$ cat config.mk
export PLATFORM = sky130hd
export DESIGN_NAME = bom_div_cell
export DESIGN_NICKNAME = d
export VERILOG_FILES = /design/src/sv/bom_pkg.sv /design/src/sv/bom_div_cell.sv
export SDC_FILE = /design/constraint.sdc
export NUM_CORES = 1
export LEC_CHECK = 0
export BUFFER_PORTS_ARGS = -buffer_cell sky130_fd_sc_hd__buf_2
export CAP_MARGIN = 20
export CELL_PAD_IN_SITES_DETAIL_PLACEMENT = 1
export CELL_PAD_IN_SITES_GLOBAL_PLACEMENT = 1
export CORE_MARGIN = 2
export CORE_UTILIZATION = 43
export CTS_BUF_LIST = sky130_fd_sc_hd__clkbuf_8
export DETAILED_ROUTE_END_ITERATION = 8
export PLACE_DENSITY_LB_ADDON = 0.1
export SYNTH_ARGS = -nofsm -noshare
export SYNTH_HDL_FRONTEND = slang
export SYNTH_SLANG_ARGS = --single-unit
$ cat constraint.sdc
create_clock -name clk -period 21.6 [get_ports clk]
set_input_delay 6.48 -clock clk [delete_from_list [all_inputs] [get_ports clk]]
set_output_delay 6.48 -clock clk [all_outputs]
set_load 0.05 [all_outputs]
$ cat src/sv/bom_pkg.sv
// Shared constants for the box overlap metrics unit.
package bom_pkg;
  localparam int COORD_BITS = 12;
  localparam int FRAC_BITS  = 16;
endpackage

$ cat src/sv/bom_div_cell.sv
// One restoring-division cell: decides one quotient bit of three divisions.
module bom_div_cell #(
  parameter int DW = 2*bom_pkg::COORD_BITS+3,
  parameter int QW = bom_pkg::FRAC_BITS+1
) (
  input  logic               clk,
  input  logic               rst_n,
  input  logic               in_valid,
  output logic               in_ready,
  input  logic [2:0][DW:0]   rem_in,
  input  logic [2:0][DW-1:0] den_in,
  input  logic [2:0][QW-1:0] quo_in,
  input  logic               degen_in,
  output logic               out_valid,
  input  logic               out_ready,
  output logic [2:0][DW:0]   rem_out,
  output logic [2:0][DW-1:0] den_out,
  output logic [2:0][QW-1:0] quo_out,
  output logic               degen_out
);
  logic               v_r;
  logic [2:0][DW:0]   rem_r, rem_nxt;
  logic [2:0][DW-1:0] den_r;
  logic [2:0][QW-1:0] quo_r, quo_nxt;
  logic               degen_r;
  logic [DW:0]        diff;
  logic               take;

  assign in_ready = !v_r || out_ready;

  always_comb begin
    for (int k = 0; k < 3; k++) begin
      take       = rem_in[k] >= {1'b0, den_in[k]};
      diff       = take ? rem_in[k] - {1'b0, den_in[k]} : rem_in[k];
      rem_nxt[k] = {diff[DW-1:0], 1'b0};
      quo_nxt[k] = {quo_in[k][QW-2:0], take};
    end
  end

  always_ff @(posedge clk) begin
    if (!rst_n) v_r <= 1'b0;
    else if (in_ready) v_r <= in_valid;
  end

  always_ff @(posedge clk) begin
    if (in_ready) begin
      rem_r   <= rem_nxt;
      den_r   <= den_in;
      quo_r   <= quo_nxt;
      degen_r <= degen_in;
    end
  end

  assign out_valid = v_r;
  assign rem_out   = rem_r;
  assign den_out   = den_r;
  assign quo_out   = quo_r;
  assign degen_out = degen_r;
endmodule

==> results by group <==
Synth
  • Post-synth top flop: edfxtp_1
  • Async SR Flop Fraction: 0%
  • Synth top area cells: edfxtp_1, ha_1, mux2_2
  • Post-synth top area share: 54.45%
  • Number of flops mapped to enable cells by yosys: roughly 210
  • Yosys Warn Count: 0
  • Distinct cells, synth: 72
  • Register area share after synthesis: a little over half
  • Avg Inst Size Synth: 12.09 um^2
  • Post-synth top area cell: edfxtp_1
  • Post-Syn Instances: between 900 and 1000
  • Mapped Area: approximately 12000 um^2
  • Yosys reg bits: between 200 and 250

Floorplan
  • Die area: 28790 um^2
  • I/O pin count: 440
  • Initial Util: 43.79%
  • Die H: between 150 and 200 um
  • Site row count: 60
  • Die X: about 170 um
  • Core area: 26950 um^2

Place
  • DP HPWL: 26980 um
  • GPL Wtd Cong: 0.8367
  • Dpl cell area: around 14000 um^2
  • PortBufs: 433
  • Pre-CTS setup slack: between 7 and 8 ns
  • Cell Count Post-Placement: 1734

Worst hold path
  • Worst Hold Class: reg2reg
  • Hold Path End: out_valid
  • Cell depth of the worst hold path: 2
  • Hold path startpoint: out_valid

Global routing
  • Largest net degree at the start of global routing: a little under 80
  • All-Layer GR Usage: 23.49%
  • Gr ovfl total: 0
  • First-pass GRT wire length: about 53000 um
  • Vias in the first global route: 9853
  • Initial antenna violation count: 10

Timing
  • Final hold violation count: 0
  • Fmax: ~0.072 GHz
  • Setup TNS: 0 ns
  • Final setup fails: 0
  • Max-slew violations: 0
  • Worst-Margin Slew: 1.052 ns
  • Clock period minus worst slack: 13.83 ns
  • RSZ-0062 raised after global routing: no
  • Max Clock Skew: 0.01493 ns
  • Tcrit/Tclk final: 64.05%
  • Worst rel slew slack: 29.62%
  • Setup ws final: 7.766 ns

Critical path
  • Reg2Reg Setup Slack: 19.31 ns
  • Worst reg2reg path endpoint: rem_out[17]
  • Slowest stage delay, CP: 0.42 ns
  • Slowest cell on the critical path: nand2b_4
  • Worst reg2reg path depth: 3
  • R2r startpoint: out_valid
  • CP required: between 15 and 20 ns
  • Crit path launch type: input pin
  • Most used cell, CP: buf_2
  • Arr. time, crit path: roughly 7.4 ns
  • CP cell instances: buf_2, nand2b_4, buf_2
  • CP endpoint kind: output pin
  • Critical path class: in2out
  • Worst Path Max Fanout: 34

Clocking
  • Clk buf depth: 3
  • Hold Buf Count CTS: 0
  • Clk pin slew, worst setup/hold paths: 0.06 ns
  • CTS buffer count: 39
  • Worst-Skew Late Latency: 0.53 ns
  • Sinks on the clock net: 215
  • Root buffer cell: clkbuf_8
  • Post-CTS resize count: 0
  • TritonCTS clock tree: built
  • Htree depth: 2
  • Post-CTS setup buffer count: 0

Finish
  • Nets: roughly 1700
  • Most common cell after layout, fill and taps aside: buf_2
  • Most frequent cells in the layout: buf_2, edfxtp_1, inv_1, ha_1, a21oi_1
  • Final instance area: approximately 15000 um^2
  • Share of post-route cells with drive strength above 1: 37.66%
  • Area growth syn-to-layout: 27.45%
  • Fin util: between 50% and 60%
  • Non-filler cells, final: 1814

Detailed routing
  • First-pass iteration count of the detailed router: 4
  • First DRT Iteration DRCs: between 300 and 400
  • DRC viols: 0
  • Routed WL: approximately 35000 um
  • Routed Antenna Nets: 0
  • Via density per instance: 5.209
  • Avg WL per Cell: 19.12 um
  • Vias: around 9400

Power and ir drop
  • Leakage power: slightly above 0.007 uW
  • VDD IR max: 0.00006004 V
  • PD cells: 88.21 nW/um^2

Outcome
  • Status: complete, no violations

Run
  • Number of max-cap violations: 0
## cells in the mapped netlist, types with 3 or more instances
library cell,instances
edfxtp_1,214
inv_1,104
ha_1,81
a21oi_1,68
nand2_1,67
o21ai_0,53
mux2_2,49
xnor2_1,40
nor2_1,38
a21o_1,37
xor2_1,26
nand4_1,18
o21a_1,15
nand3_1,14
nand2b_1,10
nor2b_1,10
a211oi_1,9
o21bai_1,9
clkbuf_1,8
nor3_1,8
buf_6,7
a31oi_1,6
mux2i_1,5
o31ai_1,5
a21boi_0,4
and2_1,4
and3_1,4
buf_2,3
buf_4,3
fa_1,3
o31a_1,3
or4_1,3
## flip-flops by register name, summed over array words and instances, names as in the netlist
register	flops
degen_out	1
quo_out	51
out_valid	1
rem_out	81
den_out	81
## per-layer routing
layer | GRT usage, % | wire length (um)
met1 | 27.17 | 13580
met5 | 0 | 21
met2 | 41.10 | 17200
met3 | 7.393 | 3001
met4 | 8.250 | 892
## per-stage QoR
step	hold slack (ns)	power, uW
after global routing	1.021	1388
after floorplan	5.680	874.9
after CTS	1.370	1342
after global placement	1.306	974.8
final	0.9364	1327
after detailed placement	1.347	983.9
## kinds of logic (layout without fill, tap and decap cells)
| logic type | Yosys count | count (layout) | synth area share [%] |
|---|---|---|---|
| buffers and inverters | 125 | 610 | 4.548 |
| AO/OA/AOI/OAI | 245 | 245 | 14.06 |
| AND/OR/NAND/NOR | 184 | 184 | 7.453 |
| other | 1 | 13 | 0.03178 |
| multiplexers | 56 | 56 | 5.291 |
| XOR/XNOR | 66 | 66 | 4.898 |
| flip-flops | 215 | 215 | 54.62 |
| adder cells (fa/ha/maj) | 84 | 84 | 9.097 |
## critical path: cells and delay by family
family / cells / cell delay [ns]
simple gates: 1 / 0.42
buf+inv: 2 / 0.43
## layout make-up
cell class	instances	area, um^2
multi-input cells	638	4841
inverters	104	390.4
clock buffers	43	591.8
well taps	341	426.7
diodes	10	25.02
clock inverters	26	110.1
repair buffers	437	2210
fillers	3015	11910
flip-flops and latches	215	6446
## worst max path at each step
stage                     startpoint  endpoint  depth (start not counted)  slack [ns]
after floorplan            out_ready  in_ready                          1        3.15
after global placement     out_ready  in_ready                          3        7.32
after detailed placement   out_ready  in_ready                          3        7.27
after CTS                  out_ready  in_ready                          3        7.26
after global routing       out_ready  in_ready                          3        7.70
final                      out_ready  in_ready                          3        7.77
## power by group
part	internal [uW]	switching (uW)	leakage (uW)
sequential	521	12.5	0.00223
combinational	127	315	0.00444
clock	183	169	0.000411
total	830	497	0.00708
Power figures use the tool's default switching activity.
